<file path="config.mk">
export PLATFORM = sky130hd
export DESIGN_NAME = uri_percent_decoder_core
export DESIGN_NICKNAME = d
export VERILOG_FILES = /design/src/design/upd_pkg.sv /design/src/design/uri_percent_decoder_core.sv /design/src/design/upd_front.sv /design/src/design/upd_queue.sv /design/src/design/upd_back.sv
export SDC_FILE = /design/constraint.sdc
export NUM_CORES = 1
export LEC_CHECK = 0
export BUFFER_PORTS_ARGS = -buffer_cell sky130_fd_sc_hd__buf_2
export CAP_MARGIN = 25
export CORE_MARGIN = 3
export CORE_UTILIZATION = 45
export CTS_CLUSTER_DIAMETER = 30
export DETAILED_ROUTE_END_ITERATION = 10
export PLACE_DENSITY = 0.77
export SLEW_MARGIN = 0
export SYNTH_ARGS = -nofsm -noshare
export SYNTH_HDL_FRONTEND = slang
export SYNTH_SLANG_ARGS = --single-unit
</file>
<file path="constraint.sdc">
create_clock -name i_clk -period 6.15 [get_ports i_clk]
set_clock_uncertainty 0.05 [all_clocks]
set_input_delay 0.9225 -clock i_clk [delete_from_list [all_inputs] [get_ports i_clk]]
set_output_delay 0.9225 -clock i_clk [all_outputs]
set_load 0.005 [all_outputs]
</file>
<file path="src/design/upd_pkg.sv">
// Shared types, constants and character helpers for the URI percent decoder.
// Depends on nothing; all design files but the checker use it by scoped names.
package upd_pkg;

    localparam logic [7:0]  PCT             = 8'h25;   // '%'
    localparam logic [7:0]  HEX_CASE_MASK   = 8'hDF;   // folds lower-case letters to upper
    localparam logic [7:0]  HEX_LETTER_BASE = 8'd10;   // value of 'A'
    localparam logic [7:0]  CH_0            = 8'h30;
    localparam logic [7:0]  CH_9            = 8'h39;
    localparam logic [7:0]  CH_UA           = 8'h41;
    localparam logic [7:0]  CH_UF           = 8'h46;
    localparam logic [7:0]  CH_LA           = 8'h61;
    localparam logic [7:0]  CH_LF           = 8'h66;

    localparam logic [15:0] CNT_RESET       = 16'd1;      // terminator slot
    localparam logic [15:0] CNT_MAX         = 16'hFFFF;
    localparam logic [15:0] CAP_RESET       = 16'hFFFF;

    // Register indexes, taken from paddr[2].
    localparam logic        REG_COUNT_ONLY  = 1'b0;
    localparam logic        REG_CAPACITY    = 1'b1;

    localparam int          ENTRY_BYTES     = 3;

    // One classified input byte: up to three raw bytes released for output.
    typedef struct packed {
        logic [ENTRY_BYTES-1:0][7:0] data;
        logic [1:0]                  count;
        logic                        last;
    } t_entry;

    function automatic logic is_hex(input logic [7:0] c);
        is_hex = (c >= CH_0 && c <= CH_9) || (c >= CH_UA && c <= CH_UF) ||
                 (c >= CH_LA && c <= CH_LF);
    endfunction

    function automatic logic [3:0] hex_val(input logic [7:0] c);
        logic [7:0] v;
        if (c >= CH_UA) begin
            v = ((c & HEX_CASE_MASK) - CH_UA) + HEX_LETTER_BASE;
        end else begin
            v = c - CH_0;
        end
        hex_val = v[3:0];
    endfunction

endpackage

</file>
<file path="src/design/uri_percent_decoder_core.sv">
// Top level of the URI percent decoder; depends on upd_pkg, upd_front, upd_queue, upd_back.
// The first result of an accepted byte passes through the queue and then the output register.
// Throughput: one byte per cycle while the queue has room; a byte releasing n > 1 decoded
// bytes holds the back end while it walks them, and an untaken result holds it until taken.
// Reset (i_rst_n low, synchronous) clears the escape state, queue, counters and output valid,
// and sets count_only to 0 and capacity to 65535.
module uri_percent_decoder_core (
    input  logic        i_clk,
    input  logic        i_rst_n,
    // APB-style configuration port
    input  logic        psel,
    input  logic        penable,
    input  logic        pwrite,
    input  logic [2:0]  paddr,
    input  logic [31:0] pwdata,
    output logic [31:0] prdata,
    output logic        pready,
    // Input byte stream
    input  logic        i_valid,
    output logic        o_ready,
    input  logic [7:0]  i_in_byte,
    input  logic        i_in_last,
    // Decoded result stream
    output logic        o_valid,
    input  logic        i_ready,
    output logic [7:0]  o_out_byte,
    output logic        o_has_byte,
    output logic        o_out_last,
    output logic [15:0] o_total_length,
    output logic        o_overflow
);

    // The design splits into three parts. The front end classifies each input
    // byte against the held escape ('%' alone, or '%' and one hex digit) and
    // turns it into an entry of zero to three raw bytes. A broken escape
    // releases the literal '%' (and digit) plus the breaking byte; a breaking
    // '%' becomes a new escape. A string's last byte flushes anything held.
    //
    // A two-entry queue sits between the front and back ends, so an input
    // transaction is taken whenever the queue has room, independent of the
    // output side. The back end walks each entry one byte per cycle while the
    // output register is free or taken, keeps the written count (starting at one
    // for the terminator, saturating at 65535) and the overflow flag, and loads
    // the output register, which is reloaded in the same cycle it is taken, so
    // results stream at one per cycle while they are taken and entries wait.

    logic            r_count_only;
    logic [15:0]     r_capacity;
    logic            w_cfg_write;
    logic            w_in_accept;
    logic            w_full;
    logic            w_head_valid;
    logic            w_pop;
    upd_pkg::t_entry w_entry;
    upd_pkg::t_entry w_head;

    // Registers are written on the access phase of a write transaction.
    assign pready      = 1'b1;
    assign w_cfg_write = psel && penable && pwrite && pready;

    always_ff @(posedge i_clk) begin
        if (!i_rst_n) begin
            r_count_only <= 1'b0;
            r_capacity   <= upd_pkg::CAP_RESET;
        end else if (w_cfg_write) begin
            case (paddr[2])
                upd_pkg::REG_COUNT_ONLY: r_count_only <= pwdata[0];
                upd_pkg::REG_CAPACITY:   r_capacity   <= pwdata[15:0];
                default:                 r_count_only <= r_count_only;
            endcase
        end
    end

    always_comb begin
        case (paddr[2])
            upd_pkg::REG_COUNT_ONLY: prdata = {31'd0, r_count_only};
            upd_pkg::REG_CAPACITY:   prdata = {16'd0, r_capacity};
            default:                 prdata = 32'd0;
        endcase
    end

    // Input handshake depends only on queue occupancy.
    assign o_ready     = !w_full;
    assign w_in_accept = i_valid && o_ready;

    upd_front u_front (
        .i_clk     (i_clk),
        .i_rst_n   (i_rst_n),
        .i_accept  (w_in_accept),
        .i_in_byte (i_in_byte),
        .i_in_last (i_in_last),
        .o_entry   (w_entry)
    );

    upd_queue u_queue (
        .i_clk        (i_clk),
        .i_rst_n      (i_rst_n),
        .i_push       (w_in_accept),
        .i_entry      (w_entry),
        .i_pop        (w_pop),
        .o_full       (w_full),
        .o_head_valid (w_head_valid),
        .o_head       (w_head)
    );

    upd_back u_back (
        .i_clk          (i_clk),
        .i_rst_n        (i_rst_n),
        .i_count_only   (r_count_only),
        .i_capacity     (r_capacity),
        .i_head_valid   (w_head_valid),
        .i_head         (w_head),
        .o_pop          (w_pop),
        .o_valid        (o_valid),
        .i_ready        (i_ready),
        .o_out_byte     (o_out_byte),
        .o_has_byte     (o_has_byte),
        .o_out_last     (o_out_last),
        .o_total_length (o_total_length),
        .o_overflow     (o_overflow)
    );

endmodule

</file>
<file path="src/design/upd_front.sv">
// Front end: accepts raw bytes, tracks a pending '%' escape and releases decoded bytes.
// Depends on upd_pkg for the entry type and the hex helpers.
module upd_front (
    input  logic            i_clk,
    input  logic            i_rst_n,
    input  logic            i_accept,
    input  logic [7:0]      i_in_byte,
    input  logic            i_in_last,
    output upd_pkg::t_entry o_entry
);

    typedef enum logic [2:0] {
        ST_IDLE  = 3'b001,
        ST_PCT   = 3'b010,
        ST_DIGIT = 3'b100
    } t_stage;

    t_stage     r_stage, n_stage;
    logic [7:0] r_digit, n_digit;
    logic       w_hex;
    logic       w_pct;

    always_comb begin
        w_hex         = upd_pkg::is_hex(i_in_byte);
        w_pct         = (i_in_byte == upd_pkg::PCT);
        o_entry.data  = '0;
        o_entry.count = 2'd0;
        o_entry.last  = i_in_last;
        n_stage       = ST_IDLE;
        n_digit       = r_digit;

        case (r_stage)
            ST_IDLE: begin
                if (w_pct) begin
                    n_stage = ST_PCT;
                end else begin
                    o_entry.data[0] = i_in_byte;
                    o_entry.count   = 2'd1;
                end
            end
            ST_PCT: begin
                if (w_hex) begin
                    n_stage = ST_DIGIT;
                    n_digit = i_in_byte;
                end else begin
                    // Broken escape: the '%' goes out literally, the byte starts over.
                    o_entry.data[0] = upd_pkg::PCT;
                    if (w_pct) begin
                        o_entry.count = 2'd1;
                        n_stage       = ST_PCT;
                    end else begin
                        o_entry.data[1] = i_in_byte;
                        o_entry.count   = 2'd2;
                    end
                end
            end
            ST_DIGIT: begin
                n_digit = 8'd0;
                if (w_hex) begin
                    o_entry.data[0] = {upd_pkg::hex_val(r_digit), upd_pkg::hex_val(i_in_byte)};
                    o_entry.count   = 2'd1;
                end else begin
                    o_entry.data[0] = upd_pkg::PCT;
                    o_entry.data[1] = r_digit;
                    if (w_pct) begin
                        o_entry.count = 2'd2;
                        n_stage       = ST_PCT;
                    end else begin
                        o_entry.data[2] = i_in_byte;
                        o_entry.count   = 2'd3;
                    end
                end
            end
            default: begin
                n_stage = ST_IDLE;
            end
        endcase

        // End of string: whatever escape is still held is flushed literally.
        if (i_in_last) begin
            if (n_stage == ST_PCT) begin
                case (o_entry.count)
                    2'd0:    o_entry.data[0] = upd_pkg::PCT;
                    2'd1:    o_entry.data[1] = upd_pkg::PCT;
                    default: o_entry.data[2] = upd_pkg::PCT;
                endcase
                o_entry.count = o_entry.count + 2'd1;
            end else if (n_stage == ST_DIGIT) begin
                o_entry.data[0] = upd_pkg::PCT;
                o_entry.data[1] = n_digit;
                o_entry.count   = 2'd2;
            end
            n_stage = ST_IDLE;
            n_digit = 8'd0;
        end
    end

    always_ff @(posedge i_clk) begin
        if (!i_rst_n) begin
            r_stage <= ST_IDLE;
        end else if (i_accept) begin
            r_stage <= n_stage;
        end
    end

    always_ff @(posedge i_clk) begin
        if (i_accept) begin
            r_digit <= n_digit;
        end
    end

endmodule

</file>
<file path="src/design/upd_queue.sv">
// Two-entry queue between the front end and the back end.
// Depends on upd_pkg for the entry type.
module upd_queue (
    input  logic            i_clk,
    input  logic            i_rst_n,
    input  logic            i_push,
    input  upd_pkg::t_entry i_entry,
    input  logic            i_pop,
    output logic            o_full,
    output logic            o_head_valid,
    output upd_pkg::t_entry o_head
);

    upd_pkg::t_entry r_mem [2];
    logic            r_wr_ptr;
    logic            r_rd_ptr;
    logic [1:0]      r_cnt;

    assign o_full       = (r_cnt == 2'd2);
    assign o_head_valid = (r_cnt != 2'd0);
    assign o_head       = r_mem[r_rd_ptr];

    always_ff @(posedge i_clk) begin
        if (!i_rst_n) begin
            r_wr_ptr <= 1'b0;
            r_rd_ptr <= 1'b0;
            r_cnt    <= 2'd0;
        end else begin
            if (i_push) begin
                r_wr_ptr <= ~r_wr_ptr;
            end
            if (i_pop) begin
                r_rd_ptr <= ~r_rd_ptr;
            end
            if (i_push && !i_pop) begin
                r_cnt <= r_cnt + 2'd1;
            end else if (i_pop && !i_push) begin
                r_cnt <= r_cnt - 2'd1;
            end
        end
    end

    always_ff @(posedge i_clk) begin
        if (i_push) begin
            r_mem[r_wr_ptr] <= i_entry;
        end
    end

endmodule

</file>
<file path="src/design/upd_back.sv">
// Back end: walks released bytes one per cycle unless stalled, counts length,
// applies capacity, drives the result register. Depends on upd_pkg's entry type.
module upd_back (
    input  logic            i_clk,
    input  logic            i_rst_n,
    input  logic            i_count_only,
    input  logic [15:0]     i_capacity,
    input  logic            i_head_valid,
    input  upd_pkg::t_entry i_head,
    output logic            o_pop,
    output logic            o_valid,
    input  logic            i_ready,
    output logic [7:0]      o_out_byte,
    output logic            o_has_byte,
    output logic            o_out_last,
    output logic [15:0]     o_total_length,
    output logic            o_overflow
);

    logic [15:0] r_count;
    logic        r_ovf;
    logic [1:0]  r_pos;
    logic        r_out_valid;

    logic [7:0]  w_byte;
    logic        w_has, w_end, w_step, w_fits, w_take, w_emit;
    logic [15:0] w_cnt_inc, w_cnt_next;
    logic        w_ovf_next, w_final, w_final_ovf, w_load;

    always_comb begin
        case (r_pos)
            2'd0:    w_byte = i_head.data[0];
            2'd1:    w_byte = i_head.data[1];
            default: w_byte = i_head.data[2];
        endcase
        w_has      = (r_pos < i_head.count);
        w_end      = (i_head.count == 2'd0) || (r_pos == (i_head.count - 2'd1));
        w_step     = i_head_valid && (!r_out_valid || i_ready);
        w_fits     = !r_ovf && (i_count_only || (r_count < i_capacity));
        w_take     = w_has && w_fits;
        w_emit     = w_take && !i_count_only;
        w_cnt_inc  = (r_count == upd_pkg::CNT_MAX) ? r_count : r_count + 16'd1;
        w_cnt_next = w_take ? w_cnt_inc : r_count;
        w_ovf_next = r_ovf || (w_has && !w_fits);
        // An emitted byte of the string's last entry closes the string when it is
        // its last byte, or when the byte behind it will not fit (that one flags overflow).
        if (w_emit) begin
            w_final     = i_head.last && (w_end || (w_cnt_next >= i_capacity));
            w_final_ovf = !w_end;
        end else begin
            w_final     = i_head.last && w_end;
            w_final_ovf = w_ovf_next;
        end
        w_load = w_step && (w_emit || w_final);
        o_pop  = w_step && (w_end || w_final);
    end

    always_ff @(posedge i_clk) begin
        if (!i_rst_n) begin
            r_count     <= upd_pkg::CNT_RESET;
            r_ovf       <= 1'b0;
            r_pos       <= 2'd0;
            r_out_valid <= 1'b0;
        end else begin
            if (w_step) begin
                r_count <= w_final ? upd_pkg::CNT_RESET : w_cnt_next;
                r_ovf   <= w_final ? 1'b0 : w_ovf_next;
                r_pos   <= o_pop ? 2'd0 : r_pos + 2'd1;
            end
            if (w_load) begin
                r_out_valid <= 1'b1;
            end else if (i_ready) begin
                r_out_valid <= 1'b0;
            end
        end
    end

    always_ff @(posedge i_clk) begin
        if (w_load) begin
            o_out_byte     <= w_emit ? w_byte : 8'd0;
            o_has_byte     <= w_emit;
            o_out_last     <= w_final;
            o_total_length <= (w_final && !w_final_ovf) ? w_cnt_next : 16'd0;
            o_overflow     <= w_final && w_final_ovf;
        end
    end

    assign o_valid = r_out_valid;

endmodule

</file>
==> results.py <==
metrics = {
    "outcome": {
        "status": "complete, no violations",
    },
    "cells_and_area": {
        "seq_area_um2": 3573,
        "multiInputGateArea_um2": 3610,
        "fin_nets": 939,
        "final_common_cell": "edfxtp_1",
        "stdcell_area_um2": 8640,
        "area_growth_pct": 14.34,
        "drive_above_1_share": 0.1616,
        "instances_no_fill": 1070,
        "antenna_cells": 0,
        "layout_common_cells": "89 x edfxtp_1, 85 x nand2_1, 78 x nor2_1, 77 x buf_2, 46 x ha_1",
        "fillers": 1441,
    },
    "clock_network": {
        "cts_buffers": 17,
        "ctsResizeCount": 0,
        "cts_tree": "built",
        "post_cts_buffers": 0,
        "cts_hold_buf": 0,
        "clk_latency_ns": 0.42,
        "root_buffer": "clkbuf_16",
        "clock_sinks": 134,
        "clockBufferDepth": 2,
        "clkTransAtPathRegs_ns": 0.06,
        "htree_levels": 4,
    },
    "grt": {
        "grt_pass1_vias": 5661,
        "grt.overflow.total": 0,
        "grtUsageTotal": 0.2058,
        "grt_max_degree": 33,
        "antenna_found_initial": 0,
        "grt_first_pass_wirelength_um": 29480,
    },
    "floorplan": {
        "initial_core_util": 0.4672,
        "die_height_um": 135.6,
        "placementRows": 46,
        "ioPinCount": 113,
        "core_um2": 16170,
        "die_x_um": 135.6,
        "die_area_um2": 18380,
    },
    "timing": {
        "rsz0062_at_grt": "false",
        "final-hold-violation-count": 0,
        "whs_ns": 0.4557,
        "max_freq_ghz": 0.1875,
        "tightest_slew_ns": 0.9451,
        "min_period_ns": 5.333,
        "setup_viol": 0,
        "tns_ns": 0,
        "maxSlewViolCount": 0,
        "fin_crit_sh": 0.8672,
        "max_slew_margin": 0.3676,
    },
    "logic_synthesis": {
        "synth.avg_cell_area_um2": 9.687,
        "synth-edff-count": 89,
        "yosysSeqAreaShare": 0.4729,
        "yosysWarnings": 0,
        "ys.flop_type": "edfxtp_1",
        "synth_cell_types": 73,
        "synth_cells": 780,
        "syn_area_um2": 7556,
        "synth_seq_cells": 134,
        "async_reset_ff_frac": 0,
    },
    "detailed_routing": {
        "post_drt_wl_per_cell_um": 17.60,
        "drc": 0,
        "drt_iter0_drc": 590,
        "viasPerCell": 5.839,
        "vias": 6248,
        "drt_pass1_iterations": 5,
        "antenna_left": 0,
        "wl_um": 18830,
    },
    "setup_path": {
        "reg2reg_slack_ns": 0.82,
        "crit_cells": 16,
        "crit_required_ns": 6.35,
        "path_cells": "ha_1, a211oi_1, o21ai_0, a21oi_1, o21a_1, o211ai_2, o31ai_1, nand2_1, ha_1, nand4_1, nor2_1, o21ai_0, o211ai_1, o211ai_2, or3_1, nor3_1",
        "critical_path.endpoint_type": "flop",
        "reg2reg_depth": 16,
        "critPathBufInv": 0,
        "cp_top_family": "compound AO/OA/AOI/OAI gates",
        "path_max_fanout": 19,
        "crit_end": "u_back.o_total_length[12]$_SDFFCE_PN0P_",
        "cp_slowest_cell": "or3_1",
        "startpoint": "u_back.r_count[2]$_SDFFE_PN0P_",
        "critical_path_class": "reg2reg",
        "r2r_end": "u_back.o_total_length[12]$_SDFFCE_PN0P_",
        "critical-path-max-stage-delay_ns": 0.76,
        "crit_path_start_kind": "flop",
        "crit_arrival_ns": 5.53,
        "reg2reg_from": "u_back.r_count[2]$_SDFFE_PN0P_",
    },
    "placed_design": {
        "portBuffers": 77,
        "post-place-cells": 1037,
        "placed_area_um2": 8015,
        "dp_hpwl_um": 13410,
        "gp_congestion": 0.9726,
    },
    "job": {
        "max-cap-violations": 0,
    },
    "pwr": {
        "p_per_area_nw_per_um2": 391.2,
        "p_leak_nw": 3.533,
        "power.total_mw": 3.380,
        "max-vdd-ir-drop_uv": 267.7,
    },
    "min_path": {
        "hold_path.class": "reg2reg",
    },
}
## synthesized netlist by cell type, types with 6 or more instances
| master | count | area [um^2] |
|---|---|---|
| inv_1 | 39 | 146.4 |
| xnor2_1 | 6 | 52.55 |
| nand4_1 | 8 | 50.05 |
| edfxtp_1 | 89 | 2673 |
| nor2b_1 | 14 | 87.58 |
| nand3_1 | 14 | 70.07 |
| nand2b_1 | 12 | 75.07 |
| a22o_1 | 8 | 70.07 |
| nand2_1 | 85 | 319.1 |
| o22ai_1 | 7 | 43.79 |
| buf_4 | 17 | 127.6 |
| a21oi_2 | 7 | 61.31 |
| a22oi_1 | 27 | 202.7 |
| nor2_1 | 81 | 304.0 |
| clkbuf_1 | 21 | 78.83 |
| nor3_1 | 15 | 75.07 |
| a21oi_1 | 45 | 225.2 |
| buf_1 | 6 | 22.52 |
| o211ai_1 | 21 | 157.7 |
| mux2i_1 | 8 | 80.08 |
| a211oi_1 | 6 | 45.04 |
| dfxtp_1 | 45 | 900.9 |
| buf_2 | 9 | 45.04 |
| and2_1 | 11 | 68.82 |
| o31ai_1 | 6 | 45.04 |
| ha_1 | 46 | 575.6 |
| and3_1 | 7 | 43.79 |
| o21ai_0 | 31 | 155.2 |
## sequential cells by signal, summed over array words and instances (netlist names), named ones only
name and cells:
u_back.r_pos 2, u_back.o_out_byte 8, u_back.o_valid 1, u_queue.r_rd_ptr 1, r_count_only 1, u_back.r_ovf 1
u_front.r_digit 8, u_front.r_stage 3, u_back.o_out_last 1, u_back.o_total_length 16, u_back.o_has_byte 1, u_queue.r_cnt 2
u_queue.r_mem 54, u_back.o_overflow 1, u_queue.r_wr_ptr 1, r_capacity 16, u_back.r_count 16
## worst min-delay path by stage
stage	start	to	slack [ns]	depth (start not counted)
finish	u_queue.r_cnt[1]$_SDFFE_PN0P_	u_queue.r_cnt[1]$_SDFFE_PN0P_	0.46	2
global route	u_queue.r_rd_ptr$_SDFFE_PN0P_	u_queue.r_rd_ptr$_SDFFE_PN0P_	0.50	2
CTS	u_queue.r_cnt[1]$_SDFFE_PN0P_	u_queue.r_cnt[1]$_SDFFE_PN0P_	0.46	2
detailed placement	u_queue.r_cnt[1]$_SDFFE_PN0P_	u_queue.r_cnt[1]$_SDFFE_PN0P_	0.45	2
global placement	u_queue.r_cnt[1]$_SDFFE_PN0P_	u_queue.r_cnt[1]$_SDFFE_PN0P_	0.44	2
floorplan	u_queue.r_cnt[1]$_SDFFE_PN0P_	u_queue.r_cnt[1]$_SDFFE_PN0P_	0.42	2
## cell type report
type,count,area share
inverter,39,0.01694
clock buffer,17,0.04924
tap,216,0.03128
multi-input combinational,567,0.4178
timing repair buffer,83,0.05069
sequential,134,0.4136
clock inverter,14,0.02042
## per-stage QoR
step / util / setup WS [ns]
2_1_floorplan: - / 1.043
3_3_place_gp: 0.4956 / 1.028
3_5_place_dp: 0.4956 / 0.9059
4_1_cts: 0.5328 / 0.8594
5_1_grt: 0.5342 / 0.3767
6_report: 0.5342 / 0.8170
## power by group
group | internal (mW) | switching (mW) | leakage [nW]
logic | 0.384 | 0.695 | 2.03
clock network | 0.639 | 0.395 | 0.280
registers | 1.19 | 0.0759 | 1.22
total | 2.21 | 1.17 | 3.53
## layer usage
layer  global-route usage  part of all wire
met4              0.07839             0.023
met2               0.3164              0.44
met5                    0                 0
met1               0.2888              0.45
met3              0.04012             0.079
## logic make-up (layout without fill, tap and decap cells)
kind of cell	count (synthesis)	count (layout)	share of synthesized area
AOI/OAI and AO/OA	204	204	0.1879
other	2	17	0.0009939
DFF	134	134	0.4729
buffers and inverters	94	153	0.05779
muxes	12	12	0.01656
adders and majority gates	46	46	0.07617
xor gates and xnor gates	8	8	0.009273
and+or+nand+nor	280	280	0.1783
## worst reg2reg max path, stage by stage, from the launching register on
cell	delay (ns)
dfxtp_1	0.56
ha_1	0.33
a211oi_1	0.22
o21ai_0	0.11
a21oi_1	0.27
o21a_1	0.32
o211ai_2	0.35
o31ai_1	0.54
nand2_1	0.15
ha_1	0.32
nand4_1	0.09
nor2_1	0.10
o21ai_0	0.10
o211ai_1	0.33
o211ai_2	0.30
or3_1	0.76
nor3_1	0.26
(Power assumes the default switching activity.)
